`src/hdl/dot_star_pattern_matcher_unit_macros.svh`:
```
`ifndef DOT_STAR_PATTERN_MATCHER_UNIT_MACROS_SVH
`define DOT_STAR_PATTERN_MATCHER_UNIT_MACROS_SVH

// same-cycle implication
`define DSPM_ASSERT_NOW(lbl, clk, rstn, ante, cons) \
  lbl: assert property (@(posedge clk) disable iff (!rstn) (ante) |-> (cons)) \
    else $error("dspm assertion failed");

// next-cycle implication
`define DSPM_ASSERT_NEXT(lbl, clk, rstn, ante, cons) \
  lbl: assert property (@(posedge clk) disable iff (!rstn) (ante) |=> (cons)) \
    else $error("dspm assertion failed");

`endif

```
`src/hdl/dspm_pkg.sv`:
```
`default_nettype none

package dspm_pkg;

  localparam int MAX_ELEMS = 32;
  localparam int CNT_W     = $clog2(MAX_ELEMS + 1);
  localparam int SYM_W     = 8;

  localparam logic [1:0] MODE_CLEAR  = 2'd0;
  localparam logic [1:0] MODE_APPEND = 2'd1;
  localparam logic [1:0] MODE_START  = 2'd2;
  localparam logic [1:0] MODE_BYTE   = 2'd3;

  typedef enum logic [2:0] {
    OP_HOLD,
    OP_CLEAR,
    OP_LOAD,
    OP_STEP,
    OP_CLOSE
  } op_e;

  typedef struct packed {
    op_e              op;
    logic [SYM_W-1:0] symbol;
    logic             any_byte;
    logic             starred;
  } cell_ctrl_t;

endpackage

`default_nettype wire

```
`src/hdl/dspm_cell.sv`:
```
`default_nettype none

module dspm_cell (
  input  logic                clk_i,
  input  logic                rst_ni,
  input  dspm_pkg::cell_ctrl_t ctrl_i,
  input  logic                wr_i,
  input  logic                used_i,
  input  logic                prev_i,
  output logic                pass_o,
  output logic                act_o
);
  import dspm_pkg::*;

  logic [SYM_W-1:0] sym_q;
  logic             any_q;
  logic             star_q;
  logic             act_q;
  logic             act_d;
  logic             hit;

  // element storage, written once per append
  always_ff @(posedge clk_i) begin
    if (wr_i) begin
      sym_q  <= ctrl_i.any_byte ? '0 : ctrl_i.symbol;
      any_q  <= ctrl_i.any_byte;
      star_q <= ctrl_i.starred;
    end
  end

  assign hit = any_q | (sym_q == ctrl_i.symbol);

  always_comb begin
    pass_o = 1'b0;
    act_d  = act_q;
    unique case (ctrl_i.op)
      OP_CLEAR: begin
        act_d = 1'b0;
      end
      OP_LOAD: begin
        act_d = prev_i;
      end
      OP_STEP: begin
        pass_o = act_q & used_i & hit & ~star_q;
        act_d  = (act_q & used_i & hit & star_q) | prev_i;
      end
      OP_CLOSE: begin
        pass_o = act_q & used_i & star_q;
        act_d  = act_q | prev_i;
      end
      default: begin
        act_d = act_q;
      end
    endcase
  end

  always_ff @(posedge clk_i or negedge rst_ni) begin
    if (!rst_ni) begin
      act_q <= 1'b0;
    end else begin
      act_q <= act_d;
    end
  end

  assign act_o = act_q;

endmodule

`default_nettype wire

```
`src/hdl/dot_star_pattern_matcher_unit.sv`:
```
// clear and append items give no result
// start and byte items: a step in the cell row, then one star-closure
// pass per cycle, with the input stalled, until the active set settles
// result is registered once closure settles and the output register is free
// reset clears the pattern length, active set, overflow flag and output valid
`default_nettype none
`include "dot_star_pattern_matcher_unit_macros.svh"

module dot_star_pattern_matcher_unit (
  input  logic                     clk_i,
  input  logic                     rst_ni,
  input  logic                     in_valid_i,
  output logic                     in_stall_o,
  input  logic [1:0]               mode_i,
  input  logic [dspm_pkg::SYM_W-1:0] symbol_i,
  input  logic                     any_byte_i,
  input  logic                     starred_i,
  output logic                     out_valid_o,
  input  logic                     out_stall_i,
  output logic                     matched_o,
  output logic                     overflow_o
);
  import dspm_pkg::*;

  localparam logic ST_IDLE  = 1'b0;
  localparam logic ST_CLOSE = 1'b1;

  logic             state_q, state_d;
  logic [CNT_W-1:0] count_q, count_d;
  logic             ovf_q, ovf_d;
  logic             final_q, final_d;
  logic             out_valid_q;
  logic             matched_q;
  logic             overflow_q;

  cell_ctrl_t           ctrl;
  logic                 accept;
  logic                 is_append;
  logic                 out_free;
  logic                 change;
  logic                 done;
  logic [MAX_ELEMS-1:0] pass;
  logic [MAX_ELEMS-1:0] act;
  logic [MAX_ELEMS-1:0] used;
  logic [MAX_ELEMS-1:0] wr;
  logic [MAX_ELEMS:0]   act_all;

  assign accept    = in_valid_i & ~in_stall_o;
  assign in_stall_o = (state_q == ST_CLOSE);
  assign is_append = accept & (mode_i == MODE_APPEND);
  assign out_free  = ~out_valid_q | ~out_stall_i;

  always_comb begin
    ctrl.op       = OP_HOLD;
    ctrl.symbol   = symbol_i;
    ctrl.any_byte = any_byte_i;
    ctrl.starred  = starred_i;
    state_d       = state_q;
    count_d       = count_q;
    ovf_d         = ovf_q;
    if (state_q == ST_CLOSE) begin
      ctrl.op = OP_CLOSE;
      if (done) begin
        state_d = ST_IDLE;
      end
    end else if (accept) begin
      unique case (mode_i)
        MODE_CLEAR: begin
          ctrl.op = OP_CLEAR;
          count_d = '0;
          ovf_d   = 1'b0;
        end
        MODE_APPEND: begin
          ctrl.op = OP_CLEAR;
          if (count_q == CNT_W'(MAX_ELEMS)) begin
            ovf_d = 1'b1;
          end else begin
            count_d = count_q + CNT_W'(1);
          end
        end
        MODE_START: begin
          ctrl.op = OP_LOAD;
          state_d = ST_CLOSE;
        end
        MODE_BYTE: begin
          ctrl.op = OP_STEP;
          state_d = ST_CLOSE;
        end
        default: begin
          ctrl.op = OP_HOLD;
        end
      endcase
    end
  end

  // row of position cells, active bits ripple one position per cycle
  for (genvar i = 0; i < MAX_ELEMS; i++) begin : g_cell
    logic prev;
    assign used[i] = (count_q > CNT_W'(i));
    assign wr[i]   = is_append & (count_q == CNT_W'(i));
    if (i == 0) begin : g_head
      assign prev = (ctrl.op == OP_LOAD);
    end else begin : g_link
      assign prev = pass[i-1];
    end
    dspm_cell u_cell (
      .clk_i  (clk_i),
      .rst_ni (rst_ni),
      .ctrl_i (ctrl),
      .wr_i   (wr[i]),
      .used_i (used[i]),
      .prev_i (prev),
      .pass_o (pass[i]),
      .act_o  (act[i])
    );
  end

  assign act_all = {final_q, act};
  assign change  = |(pass & ~act_all[MAX_ELEMS:1]);
  assign done    = (state_q == ST_CLOSE) & ~change & out_free;

  always_comb begin
    unique case (ctrl.op) inside
      OP_CLEAR, OP_LOAD: final_d = 1'b0;
      OP_STEP:           final_d = pass[MAX_ELEMS-1];
      OP_CLOSE:          final_d = final_q | pass[MAX_ELEMS-1];
      default:           final_d = final_q;
    endcase
  end

  always_ff @(posedge clk_i or negedge rst_ni) begin
    if (!rst_ni) begin
      state_q     <= ST_IDLE;
      count_q     <= '0;
      ovf_q       <= 1'b0;
      final_q     <= 1'b0;
      out_valid_q <= 1'b0;
    end else begin
      state_q <= state_d;
      count_q <= count_d;
      ovf_q   <= ovf_d;
      final_q <= final_d;
      if (done) begin
        out_valid_q <= 1'b1;
      end else if (!out_stall_i) begin
        out_valid_q <= 1'b0;
      end
    end
  end

  always_ff @(posedge clk_i) begin
    if (done) begin
      matched_q  <= ~ovf_q & act_all[count_q];
      overflow_q <= ovf_q;
    end
  end

  assign out_valid_o = out_valid_q;
  assign matched_o   = matched_q;
  assign overflow_o  = overflow_q;

  `DSPM_ASSERT_NOW(a_rise_from_close, clk_i, rst_ni, $rose(out_valid_q), $past(state_q) == ST_CLOSE)
  `DSPM_ASSERT_NOW(a_ovf_no_match, clk_i, rst_ni, out_valid_q && overflow_q, !matched_q)
  `DSPM_ASSERT_NEXT(a_full_sets_ovf, clk_i, rst_ni, is_append && count_q == CNT_W'(MAX_ELEMS), ovf_q)
  `DSPM_ASSERT_NEXT(a_clear_resets, clk_i, rst_ni, accept && mode_i == MODE_CLEAR, count_q == '0 && !ovf_q && act_all == '0)

endmodule

`default_nettype wire
```
`config.mk`:
```
export PLATFORM = sky130hd
export DESIGN_NAME = dot_star_pattern_matcher_unit
export DESIGN_NICKNAME = d
export VERILOG_FILES = /design/src/hdl/dspm_pkg.sv /design/src/hdl/dspm_cell.sv /design/src/hdl/dot_star_pattern_matcher_unit.sv
export VERILOG_INCLUDE_DIRS = /design/src /design/src/hdl
export SDC_FILE = /design/constraint.sdc
export NUM_CORES = 1
export LEC_CHECK = 0
export BUFFER_PORTS_ARGS = -buffer_cell sky130_fd_sc_hd__buf_4
export CAP_MARGIN = 20
export CELL_PAD_IN_SITES_DETAIL_PLACEMENT = 1
export CELL_PAD_IN_SITES_GLOBAL_PLACEMENT = 1
export CORE_UTILIZATION = 40
export DETAILED_ROUTE_END_ITERATION = 8
export MAX_ROUTING_LAYER = met4
export PLACE_DENSITY_LB_ADDON = 0.3
export SLEW_MARGIN = 15
export SYNTH_ARGS = -nofsm -noshare
export SYNTH_HDL_FRONTEND = slang
export SYNTH_SLANG_ARGS = --single-unit
```
`constraint.sdc`:
```
create_clock -name clk_i -period 8.6 [get_ports clk_i]
set_input_delay 0.86 -clock clk_i [delete_from_list [all_inputs] [get_ports clk_i]]
set_output_delay 0.86 -clock clk_i [all_outputs]
set_load 0.02 [all_outputs]
```
Word level (Yosys, flattened, before mapping)
Cells that the tools add are included.
{"block": "classes", "addsub": 1, "magnitude_cmp": 33, "eq_ne": 74, "mux": 81, "bitwise_logic": 334, "reduce_logical": 11}
{"op": "equality test 8 bit", "n": 32}
{"op": "AND 1 bit", "n": 197}
{"op": "case mux 1 bit (4 select lines)", "n": 32}
{"op": "OR 1 bit", "n": 98}
{"op": "equality test 6 x 5 -> 1 bit (second input constant)", "n": 16}
{"op": "> comparator 6 x 5 -> 1 bit (second input constant)", "n": 16}
{"op": "case mux 1 bit (2 select lines)", "n": 33}
{"op": "equality test 6 x 4 -> 1 bit (second input constant)", "n": 8}
{"op": "> comparator 6 x 4 -> 1 bit (second input constant)", "n": 8}
{"op": "NOT 1 bit", "n": 37}
{"op": "AND 32 bit", "n": 1}
{"op": "NOT 32 bit", "n": 1}
{"op": "OR reduction 32 bit", "n": 1}
{"op": "equality test 6 x 3 -> 1 bit (second input constant)", "n": 4}
{"op": "> comparator 6 x 3 -> 1 bit (second input constant)", "n": 4}
{"op": "equality test 6 x 2 -> 1 bit (second input constant)", "n": 2}
{"op": "> comparator 6 x 1 -> 1 bit (second input constant)", "n": 2}
{"op": "> comparator 6 x 2 -> 1 bit (second input constant)", "n": 2}
{"op": "case mux 6 bit (2 select lines)", "n": 1}
{"op": "case mux 3 bit (3 select lines)", "n": 1}
{"op": "two-way mux 1 bit", "n": 8}
{"op": "two-way mux 8 bit", "n": 1}
{"op": "AND reduction 4 bit", "n": 2}
{"op": "< comparator 6 x 7 -> 1 bit (second input constant)", "n": 1}
{"op": "20 further kinds", "n": 26}
{"block": "totals", "register_bits": 364, "in_bits": 16, "output_inout_bits": 4, "word_cells": 669}

Logic depth before layout (Yosys ltp)
Gate-level depths: netlist of the first run.
{"block": "logic_depth", "word_depth": 14, "mapped_depth": 11, "depth_no_buf": 9}

Hierarchy
A second synthesis of the first run with hierarchy kept.
{"block": "hier_totals", "hier_cells": 1779, "hier_area_um2": 19660.1}
{"mod": "dspm_cell", "instances": 32, "cells_per_inst": 48, "area_each_um2": 559.3, "seq_area_each_um2": 325.3}
{"mod": "dot_star_pattern_matcher_unit", "instances": 1, "cells_per_inst": 243, "area_each_um2": 1762.9, "seq_area_each_um2": 310.3}

Least setup slack after synthesis of the first run
OpenSTA, ideal clock, no wires.
{"block": "synth_path", "path_kind": "register -> register", "startpoint": "reg count_q[1]", "endpoint": "reg matched_q, in the netlist matched_o (enable)", "setup_time_ns": 0.329, "t_arrival_ns": 2.900, "required_ns": 8.271, "path_slack_ns": 5.371, "stages_incl_launch_ff": 12, "period_less_slack_ns": 3.229, "cell_sequence": "dfrtp_1 -> clkbuf_1 -> clkbuf_1 -> inv_1 -> ha_1 -> and4b_1 -> o21a_1 -> nand3_1 -> o21ai_0 -> a2111oi_2 -> or4b_4 -> nor3_1"}
{"block": "synth_between", "elab_chain_len": 10}
{"element": "start, declared", "line": "dot_star_pattern_matcher_unit.sv:29", "source": "logic [CNT_W-1:0] count_q, count_d;"}
{"element": "start signal, assigned", "line": "dot_star_pattern_matcher_unit.sv:140", "source": "count_q <= count_d;"}
{"element": "> comparator 6 x 1 -> 1 bit (tied with other cells)", "line": "dot_star_pattern_matcher_unit.sv:99", "source": "assign used[i] = (count_q > CNT_W'(i));"}
{"element": "AND 1 bit", "line": "dspm_cell.sv:44, dspm_cell.sv:48"}
{"element": "AND 1 bit (2 in series)", "line": "dspm_cell.sv:44", "source": "pass_o = act_q & used_i & hit & ~star_q;"}
{"element": "case mux 1 bit (2 select lines)", "line": "dspm_cell.sv:36", "source": "unique case (ctrl_i.op)"}
{"element": "AND 32 bit (*)", "line": "dot_star_pattern_matcher_unit.sv:119", "source": "assign change = |(pass & ~act_all[MAX_ELEMS:1]);"}
{"element": "OR reduction 32 bit (*)", "line": "dot_star_pattern_matcher_unit.sv:119"}
{"element": "NOT 1 bit (*)", "line": "dot_star_pattern_matcher_unit.sv:120", "source": "assign done = (state_q == ST_CLOSE) & ~change & out_free;"}
{"element": "AND 1 bit (*) (2 in series)", "line": "dot_star_pattern_matcher_unit.sv:120"}
{"element": "via done", "line": "dot_star_pattern_matcher_unit.sv:41", "source": "logic done;"}
{"element": "end signal, assigned", "line": "dot_star_pattern_matcher_unit.sv:153", "source": "matched_q <= ~ovf_q & act_all[count_q];"}
{"element": "end, declared", "line": "dot_star_pattern_matcher_unit.sv:33", "source": "logic matched_q;"}
Mark *: on every way through the listed nets, which the timed path passes. The rest lies on a longest branch.
A chain may end at the register's enable or synchronous reset.

Worst setup path in the final report of the first run
{"block": "layout_path", "startpoint": "reg count_q[0]", "endpoint": "reg matched_q, in the netlist matched_o (enable)"}
Same word-level chain as after synthesis.

==> out/metrics.csv, run 1 <==
stage,metric,value,unit
outcome,status,completed,
placement,HPWL Detailed,30370,um
critical_path,critical path startpoint category,flip-flop,
global_routing,initial antenna violation count,0,
drt,initial drt markers,721,
floorplan,Placement Rows,74,
placement,GP Congestion,0.9482,
cells_and_area,Final nets,1316,
sta,Setup Skew,34.23,ps
global_routing,largest net degree at the start of global routing,46,
cells_and_area,Layout fillers,4121,
clock_network,clk sink count,364,
critical_path,Worst EP arrival,4450,ps
floorplan,core area,0.04120,sq mm
worst_hold_path,Worst Hold Class,input port to async pin,
floorplan,Ports,20,
clock_network,hold buffers post-CTS,0,
yosys,Post-synth EDFFs,322,
sta,Tmin final,4227,ps
yosys,Mapped Nets,1296,
placement,# port buffers,19,
critical_path,Worst EP required,8820,ps
drt,remaining routing DRC violations,0,
drt,routed length per instance,26.31,um
cells_and_area,ant diodes,0,
critical_path,Worst Path Max Fanout,19,
global_routing,first-pass GRT wire length,73110,um
cells_and_area,layout overhead on the synthesized area,12.14,%
sta,setup_tns,0,ps
placement,Area after DPL,0.01756,sq mm
drt,vias per inst,5.839,
clock_network,CTS root buf,clkbuf_16,
global_routing,vias in the first global route,11430,
sta,final setup vio count,0,
clock_network,clk buf depth,3,
drt,Total Wirelength,48880,um
sta,final worst setup slack,4373,ps
yosys,cell count after synthesis,1274,
placement,dpl cells,1783,
yosys,Cell variety after synth,74,
cells_and_area,layout cells sized above 1,10.33,%
drt,ANT nets after route,0,
clock_network,post-CTS resize count,0,
sta,final hold vios,0,
yosys,post-synthesis async set-or-reset flop share,11.54,%
sta,final critical-path share of the clock period,49.15,%
sta,Pins Over Slew Limit,0,
yosys,syn_area_per_cell,13.23,sq um
yosys,mapped cell area,0.01685,sq mm
yosys,ys flop type,edfxtp_1,
cells_and_area,Finished Layout Cells,1858,
clock_network,clock slew seen by the registers of the worst setup and hold paths,50,ps
yosys,Yosys warnings,0,
flow_run,# Max-Cap Violations,0,
cells_and_area,Sequential Area,0.01072,sq mm
pwr,total power,4.816,mW
global_routing,gr ovfl total,0,
floorplan,Initial Util,40.89,%
placement,worst slack at placement,4464,ps
floorplan,Die Height,207.2,um
drt,vias post-DR,10850,
pwr,Cell Pwr Density,254.9,mW/mm^2
critical_path,critical path class,flip-flop to flip-flop,
cells_and_area,final instance area,0.01889,sq mm
sta,Slew HR,28.37,%
cells_and_area,Multi-input gate area,0.005741,sq mm
drt,drt pass-1 iters,6,
pwr,Leakage,6.191,nW
clock_network,Worst-Skew Late Latency,580,ps
sta,Least-Margin Pin Slew,1065,ps
clock_network,TritonCTS buffer count,41,
critical_path,CP Capture Type,flip-flop,
yosys,"Seq/Total Area, Yosys",63.63,%
clock_network,H-tree Lvls,2,
yosys,#FFs+latches synth,364,
sta,Achievable Freq,236.6,MHz
sta,RSZ-0062 raised after global routing,false,
pwr,IR Drop Worst-Case VDD,0.1644,mV
clock_network,post-CTS setup buffer count,0,
global_routing,all-layer global routing usage,23.67,%
floorplan,Die X,207.2,um
floorplan,die area,0.04295,sq mm
clock_network,CTS tree,done,
layer usage:
metal	vias to the layer above	track usage, %	wire length, um
met5	-	-	0
met4	0	6.999	1263
met3	84	5.129	3204
met2	347	35.58	22160
met1	5644	32.22	22250
li1	4774	-	-
final cells by class:
type	count	share of cell area [%]
sequential	364	56.74
multi-input combinational	815	30.38
clock buffer	58	6.092
tap	532	3.523
timing repair buffer	43	1.708
clock inverter	17	0.9801
inverter	29	0.5761
where the power goes:
part / switching, mW / internal (mW)
Sequential: 0.156 / 2.01
Clock: 0.717 / 1.03
Combinational: 0.562 / 0.340
Total: 1.43 / 3.38
cells in the mapped netlist, types with 11 or more instances:
master / instances / area, sq um
xor2_1: 100 / 875.8
o21ai_0: 39 / 195.2
nor3_1: 21 / 105.1
dfrtp_1: 42 / 1051
buf_2: 35 / 175.2
clkbuf_1: 28 / 105.1
inv_1: 28 / 105.1
xnor2_1: 156 / 1366
nor4_1: 34 / 212.7
nand2_1: 76 / 285.3
nand3_1: 27 / 135.1
nor2_1: 79 / 296.5
o21bai_1: 11 / 82.58
nand4_1: 47 / 294.0
a21oi_1: 42 / 210.2
edfxtp_1: 322 / 9669
o2111ai_1: 11 / 96.34
o311ai_0: 12 / 105.1
nor2b_1: 14 / 87.58
critical path, cell delays in order (launching register included):
cell,delay [ps]
dfrtp_1,940
ha_1,380
nor2b_1,180
o311ai_0,860
nor4_1,110
nor2_1,300
o221ai_1,180
or4b_4,620
nor3_1,320
layout by cell type, fill, tap and decap left out, drive strengths merged, types with 14 or more instances in the layout:
| master | n |
|---|---|
| a21oi | 43 |
| buf | 43 |
| clkbuf | 58 |
| clkinv | 14 |
| dfrtp | 42 |
| edfxtp | 322 |
| inv | 29 |
| nand2 | 76 |
| nand3 | 27 |
| nand4 | 48 |
| nor2 | 79 |
| nor2b | 14 |
| nor3 | 21 |
| nor4 | 34 |
| o21ai | 40 |
| xnor2 | 156 |
| xor2 | 100 |
registers in the layout, summed over array words and instances, names as in the netlist:
name / count
overflow_o: 1
in_stall_o: 1
out_valid_o: 1
g_cell.u_cell.star_q: 32
g_cell.u_cell.act_o: 32
matched_o: 1
count_q: 6
ovf_q: 1
final_q: 1
g_cell.u_cell.any_q: 32
g_cell.u_cell.sym_q: 256
final timing paths:
path / slack [ps] / to / startpoint / cells past startpoint
max in group asynchronous: 7850 / g_cell[9].u_cell.act_o$_DFFE_PN0P_ / rst_ni / 1
setup reg to reg: 4370 / matched_o$_DFFE_PP_ / count_q[0]$_DFFE_PN0P_ / 8
setup / recovery: 4370 / matched_o$_DFFE_PP_ / count_q[0]$_DFFE_PN0P_ / 8
hold / removal: 310 / g_cell[15].u_cell.act_o$_DFFE_PN0P_ / rst_ni / 1
hold reg to reg: 490 / overflow_o$_DFFE_PP_ / ovf_q$_DFFE_PN0P_ / 0
min in group clk_i: 490 / overflow_o$_DFFE_PP_ / ovf_q$_DFFE_PN0P_ / 0
through the flow:
stage | util (%) | hold WS [ps]
floorplan | - | 448.2
global placement | 42.61 | 478.6
detailed placement | 42.61 | 481.8
CTS | 45.86 | 298.6
global route | 45.86 | 346.1
finish | 45.86 | 312.5
kinds of logic after synthesis:
family | share of synthesized area [%]
buf+inv | 2.421
xor+xnor | 13.31
flops | 63.63
simple gates | 10.97
fa+ha+maj | 0.4456
mux | 1.515
compound gates | 7.716
(Power assumes the default switching activity.)
==> inputs of run 2 (changes only) <==
==> constraint.sdc (replaced) <==
create_clock -name clk_i -period 3.9 [get_ports clk_i]
set_input_delay 0.39 -clock clk_i [delete_from_list [all_inputs] [get_ports clk_i]]
set_output_delay 0.39 -clock clk_i [all_outputs]
set_load 0.02 [all_outputs]
==> out/metrics.csv, run 2 (synthesized netlist as in run 1, its figures left out) <==
stage,metric,value,unit,change
floorplan,die area,0.04295,sq mm,unchanged
floorplan,Die Height,207.2,um,unchanged
sta,Setup Skew,24.57,ps,was 34.23 ps
sta,setup_tns,0,ps,unchanged
cells_and_area,layout cells sized above 1,12.55,%,was 10.33%
critical_path,Buffers & Inverters on Critical Path,1,,was 0
drt,DR top layer,met4,,unchanged
clock_network,CTS root buf,clkbuf_16,,unchanged
flow_run,# Max-Cap Violations,0,,unchanged
placement,# port buffers,19,,unchanged
critical_path,slowest CP cell,o311ai_0,,was dfrtp_1
global_routing,gr ovfl total,0,,unchanged
clock_network,clk sink count,364,,unchanged
global_routing,initial antenna violation count,0,,unchanged
cells_and_area,Largest register FFs,256,,unchanged
global_routing,largest net degree at the start of global routing,43,,was 46
clock_network,CTS tree,done,,unchanged
clock_network,H-tree Lvls,2,,unchanged
critical_path,CP top delay family,simple AND/OR/NAND/NOR gates,,unchanged
cells_and_area,most frequent cells in the layout,"322 x edfxtp_1, 156 x xnor2_1, 100 x xor2_1",,unchanged
floorplan,Ports,20,,unchanged
placement,GP Congestion,0.9157,,was 0.9482
drt,WL met1,22580,um,was 22250 um
critical_path,worst-path cell chain,buf_4 > ha_1 > nor2b_1 > o311ai_0 > nor4_1 > nor2_1 > o221ai_1 > or4b_4 > nor3_1,,was ha_1 > nor2b_1 > o311ai_0 > nor4_1 > nor2_1 > o221ai_1 > or4b_4 > nor3_1
critical_path,Worst EP arrival,3690,ps,was 4450 ps
drt,vias per inst,5.748,,was 5.839
floorplan,core area,0.04120,sq mm,unchanged
clock_network,clock slew seen by the registers of the worst setup and hold paths,70,ps,was 50 ps
clock_network,post-CTS setup buffer count,0,,unchanged
drt,drt pass-1 iters,7,,was 6
sta,final hold vios,0,,unchanged
pwr,Cell Pwr Density,546.6,mW/mm^2,was 254.9 mW/mm^2
cells_and_area,Final nets,1354,,was 1316
critical_path,Worst Path Max Fanout,8,,was 19
cells_and_area,Largest Register,g_cell.u_cell.sym_q,,unchanged
floorplan,Die X,207.2,um,unchanged
clock_network,Worst-Skew Late Latency,570,ps,was 580 ps
global_routing,all-layer global routing usage,24.23,%,was 23.67%
clock_network,TritonCTS buffer count,41,,unchanged
placement,HPWL Detailed,33440,um,was 30370 um
drt,remaining routing DRC violations,0,,unchanged
sta,Pins Over Slew Limit,0,,unchanged
drt,ANT nets after route,0,,unchanged
drt,DR WL met3,2347,um,was 3204 um
sta,RSZ-0062 raised after global routing,false,,unchanged
floorplan,Placement Rows,74,,unchanged
pwr,Leakage,6.346,nW,was 6.191 nW
sta,Achievable Freq,290.4,MHz,was 236.6 MHz
critical_path,critical path startpoint category,flip-flop,,unchanged
drt,vias post-DR,10900,,was 10850
drt,routed length per instance,26.08,um,was 26.31 um
sta,Tmin final,3443,ps,was 4227 ps
cells_and_area,"most common cell after layout, fill and taps aside",edfxtp_1,,unchanged
sta,final critical-path share of the clock period,88.29,%,was 49.15%
clock_network,clk buf depth,3,,unchanged
floorplan,Initial Util,40.89,%,unchanged
drt,met2 wire length,23240,um,was 22160 um
outcome,status,completed,,unchanged
drt,Total Wirelength,49450,um,was 48880 um
critical_path,critical path class,flip-flop to flip-flop,,unchanged
cells_and_area,Final Util,46.49,%,was 45.86%
clock_network,post-CTS resize count,0,,unchanged
cells_and_area,layout overhead on the synthesized area,13.69,%,was 12.14%
pwr,IR Drop Worst-Case VDD,0.2833,mV,was 0.1644 mV
critical_path,highest cell delay on the worst timing path,660,ps,was 940 ps
critical_path,CP Capture Type,flip-flop,,unchanged
critical_path,Worst EP required,4150,ps,was 8820 ps
sta,final setup vio count,0,,unchanged
sta,Slew HR,29.95,%,was 28.37%
global_routing,vias in the first global route,11610,,was 11430
worst_hold_path,Worst Hold Class,input port to flip-flop,,was input port to async pin
sta,Least-Margin Pin Slew,1047,ps,was 1065 ps
drt,initial drt markers,918,,was 721
global_routing,first-pass GRT wire length,74550,um,was 73110 um
==> run 2: changes by cell type in the layout (fill, tap and decap cells not counted), sizes merged <==
cell and change:
diode +1, bufinv -2, dlygate4sd3 +1, clkinvlp +4, clkinv +2, clkbuf -5
buf +37
==> run 2: per-layer routing <==
layer	vias to the layer above	global-route usage (%)
met4	0	7.926
met5	-	-
met3	75	3.601
li1	4855	-
met2	278	37.87
met1	5691	32.52
==> run 2: worst paths after layout <==
kind	cells after the start	endpoint	slack, ps	start
min in group asynchronous	2	out_valid_o$_DFFE_PN0P_	390	rst_ni
setup reg to reg	9	matched_o$_DFFE_PP_	460	count_q[0]$_DFFE_PN0P_
max in group asynchronous	2	g_cell[10].u_cell.act_o$_DFFE_PN0P_	3060	rst_ni
hold reg to reg	0	overflow_o$_DFFE_PP_	520	ovf_q$_DFFE_PN0P_
hold / removal	3	out_valid_o$_DFFE_PN0P_	80	out_stall_i
setup / recovery	9	matched_o$_DFFE_PP_	460	count_q[0]$_DFFE_PN0P_
==> run 2: per-stage QoR <==
stage               std cells  area [sq um]  setup slack, ps  total power [mW]  hold slack, ps
finish                   1896         19150            456.6             10.47           83.91
global route             1895         19150            225.0             10.86           101.6
CTS                      1893         19140            507.7             10.52           65.71
detailed placement       1818         17870            534.3             6.853           450.7
global placement         1818         17870            588.0             6.814           441.2
floorplan                1274         16850            671.4             6.037           94.41
==> run 2: what timing repair did <==
| action | in CTS | in global routing |
|---|---|---|
| setup endpoints to repair | 0 | 0 |
| hold buffers | 1 | 0 |
| endpoints found under the hold margin | 42 | 0 |
==> run 2: worst min-delay path, stage by stage <==
cell     delay [ps]
buf_4            80
nand2_1          70
o31ai_1          80
==> run 2: cell type report <==
cell class | instances | area, sq um
Timing Repair Buffer | 81 | 660.6
Antenna cell | 1 | 2.502
Multi-Input combinational cell | 815 | 5741
Clock inverter | 21 | 132.6
Tap cell | 532 | 665.6
Inverter | 29 | 108.9
Sequential cell | 364 | 10720
Fill cell | 4129 | 22050
Clock buffer | 53 | 1124
==> run 2: report_power, final <==
group,total [mW],internal (mW),switching (mW)
registers,4.71,4.44,0.272
clock network,3.66,2.10,1.57
logic,2.10,0.817,1.28
total,10.5,7.35,3.12
==> inputs of run 3 (changes only) <==
--- a/config.mk
+++ b/config.mk
@@ -10,7 +10,7 @@
 export CAP_MARGIN = 20
 export CELL_PAD_IN_SITES_DETAIL_PLACEMENT = 1
 export CELL_PAD_IN_SITES_GLOBAL_PLACEMENT = 1
-export CORE_UTILIZATION = 40
+export CORE_UTILIZATION = 50
 export DETAILED_ROUTE_END_ITERATION = 8
 export MAX_ROUTING_LAYER = met4
 export PLACE_DENSITY_LB_ADDON = 0.3
==> out/metrics.csv, run 3 (synthesized netlist as in run 1, its figures left out) <==
stage,metric,value,unit,change
sta,hold_ws,123.1,ps,was 83.91 ps
critical_path,critical path startpoint category,flip-flop,,unchanged
floorplan,Die X,185.6,um,was 207.2 um
placement,HPWL Detailed,32430,um,was 33440 um
floorplan,Die Height,185.6,um,was 207.2 um
placement,GP Congestion,1.028,,was 0.9157
critical_path,CP top delay family,simple AND/OR/NAND/NOR gates,,unchanged
clock_network,TritonCTS buffer count,40,,was 41
drt,ANT nets after route,0,,unchanged
cells_and_area,ant diodes,0,,was 1
sta,Setup Skew,14.24,ps,was 24.57 ps
clock_network,clock slew seen by the registers of the worst setup and hold paths,60,ps,was 70 ps
critical_path,CP Capture Type,flip-flop,,unchanged
floorplan,Placement Rows,66,,was 74
clock_network,hold buffers post-CTS,1,,unchanged
sta,RSZ-0062 raised after global routing,false,,unchanged
sta,final worst setup slack,340.7,ps,was 456.6 ps
critical_path,Worst EP required,4110,ps,was 4150 ps
clock_network,post-CTS resize count,0,,unchanged
critical_path,Worst EP arrival,3770,ps,was 3690 ps
global_routing,initial antenna violation count,0,,unchanged
floorplan,Ports,20,,unchanged
cells_and_area,Final Util,57.80,%,was 46.49%
sta,Slew HR,31.45,%,was 29.95%
drt,Total Wirelength,49200,um,was 49450 um
clock_network,clk sink count,364,,unchanged
floorplan,core area,0.03287,sq mm,was 0.04120 sq mm
sta,final hold vios,0,,unchanged
clock_network,CTS tree,done,,unchanged
placement,dpl cells,1726,,was 1818
drt,drt pass-1 iters,5,,was 7
pwr,Cell Pwr Density,555.9,mW/mm^2,was 546.6 mW/mm^2
clock_network,CTS root buf,clkbuf_16,,unchanged
sta,setup_tns,0,ps,unchanged
critical_path,worst-path cell chain,inv_1 > ha_1 > nor2_1 > o311ai_0 > nor4_1 > o21bai_1 > o2111ai_1 > or4b_4 > nor3_1,,was buf_4 > ha_1 > nor2b_1 > o311ai_0 > nor4_1 > nor2_1 > o221ai_1 > or4b_4 > nor3_1
critical_path,highest cell delay on the worst timing path,630,ps,was 660 ps
critical_path,Buffers & Inverters on Critical Path,1,,unchanged
placement,Area after DPL,0.01772,sq mm,was 0.01787 sq mm
drt,vias per inst,6.199,,was 5.748
floorplan,Initial Util,51.26,%,was 40.89%
floorplan,die area,0.03444,sq mm,was 0.04295 sq mm
drt,initial drt markers,981,,was 918
cells_and_area,layout overhead on the synthesized area,12.75,%,was 13.69%
sta,Least-Margin Pin Slew,1024,ps,was 1047 ps
outcome,status,completed,,unchanged
clock_network,clk buf depth,3,,unchanged
drt,remaining routing DRC violations,0,,unchanged
cells_and_area,most frequent cells in the layout,"322 x edfxtp_1, 156 x xnor2_1, 100 x xor2_1",,unchanged
cells_and_area,Finished Layout Cells,1799,,was 1896
pwr,total power,10.56,mW,was 10.47 mW
flow_run,# Max-Cap Violations,0,,unchanged
global_routing,largest net degree at the start of global routing,45,,was 43
cells_and_area,layout cells sized above 1,12.38,%,was 12.55%
critical_path,Worst Path Max Fanout,6,,was 8
sta,Achievable Freq,281.0,MHz,was 290.4 MHz
sta,final critical-path share of the clock period,91.26,%,was 88.29%
critical_path,critical path class,flip-flop to flip-flop,,unchanged
cells_and_area,Final nets,1349,,was 1354
sta,Pins Over Slew Limit,0,,unchanged
global_routing,all-layer global routing usage,30.53,%,was 24.23%
critical_path,slowest CP cell,o311ai_0,,unchanged
clock_network,Worst-Skew Late Latency,550,ps,was 570 ps
clock_network,H-tree Lvls,2,,unchanged
global_routing,gr ovfl total,0,,unchanged
placement,# port buffers,19,,unchanged
pwr,IR Drop Worst-Case VDD,0.4238,mV,was 0.2833 mV
cells_and_area,Largest Register,g_cell.u_cell.sym_q,,unchanged
worst_hold_path,Worst Hold Class,input port to flip-flop,,unchanged
cells_and_area,"most common cell after layout, fill and taps aside",edfxtp_1,,unchanged
sta,Tmin final,3559,ps,was 3443 ps
cells_and_area,Largest register FFs,256,,unchanged
cells_and_area,final instance area,0.01900,sq mm,was 0.01915 sq mm
drt,routed length per instance,27.35,um,was 26.08 um
clock_network,post-CTS setup buffer count,0,,unchanged
critical_path,"setup slack, reg-to-reg",340,ps,was 460 ps
placement,worst slack at placement,360.4,ps,was 534.3 ps
global_routing,vias in the first global route,11890,,was 11610
global_routing,first-pass GRT wire length,73750,um,was 74550 um
sta,final setup vio count,0,,unchanged
drt,vias post-DR,11150,,was 10900
pwr,Leakage,6.323,nW,was 6.346 nW
## run 3: cell types whose count changed in the layout (fill, tap and decap cells not counted), sizes merged
cell      change
diode         -1
clkinv        -1
buf           -4
clkbuf        -4
bufinv        +2
inv           +3
clkinvlp      -2
## run 3: final cells by class
cell class | count | area, sq um
clock buffer | 49 | 1045
clock inverter | 23 | 224.0
fill | 3251 | 13870
inverter | 29 | 108.9
multi-input combinational | 815 | 5741
sequential | 364 | 10720
tap | 442 | 553.0
timing repair buffer | 77 | 605.6
## run 3: worst register-to-register path, delay by kind of cell (launching register included)
kind / cells / cell delay, ps
simple gates: 4 / 1240
fa+ha+maj: 1 / 360
buf+inv: 1 / 190
flops: 1 / 450
compound gates: 3 / 1010
## run 3: power by group
part / leakage [nW] / total (mW) / internal, mW / switching [mW]
logic: 2.32 / 2.16 / 0.827 / 1.33
registers: 3.38 / 4.71 / 4.44 / 0.271
clock network: 0.617 / 3.69 / 2.12 / 1.57
## run 3: path summary, 6_finish.rpt
kind | start | end | cells past startpoint
setup / recovery | count_q[0]$_DFFE_PN0P_ | matched_o$_DFFE_PP_ | 9
hold / removal | out_stall_i | out_valid_o$_DFFE_PN0P_ | 3
min in group asynchronous | rst_ni | g_cell[15].u_cell.act_o$_DFFE_PN0P_ | 2
hold reg to reg | ovf_q$_DFFE_PN0P_ | overflow_o$_DFFE_PP_ | 0
setup reg to reg | count_q[0]$_DFFE_PN0P_ | matched_o$_DFFE_PP_ | 9
max in group asynchronous | rst_ni | g_cell[30].u_cell.act_o$_DFFE_PN0P_ | 2
## run 3: metal layers
metal  up-vias  share of wire [%]  GRT usage (%)
met5         -                  0              -
met4         0                2.5          9.541
met3        93                6.4          3.757
met2       371                 48          48.73
met1      5847                 43          41.00
li1       4841                  -              -
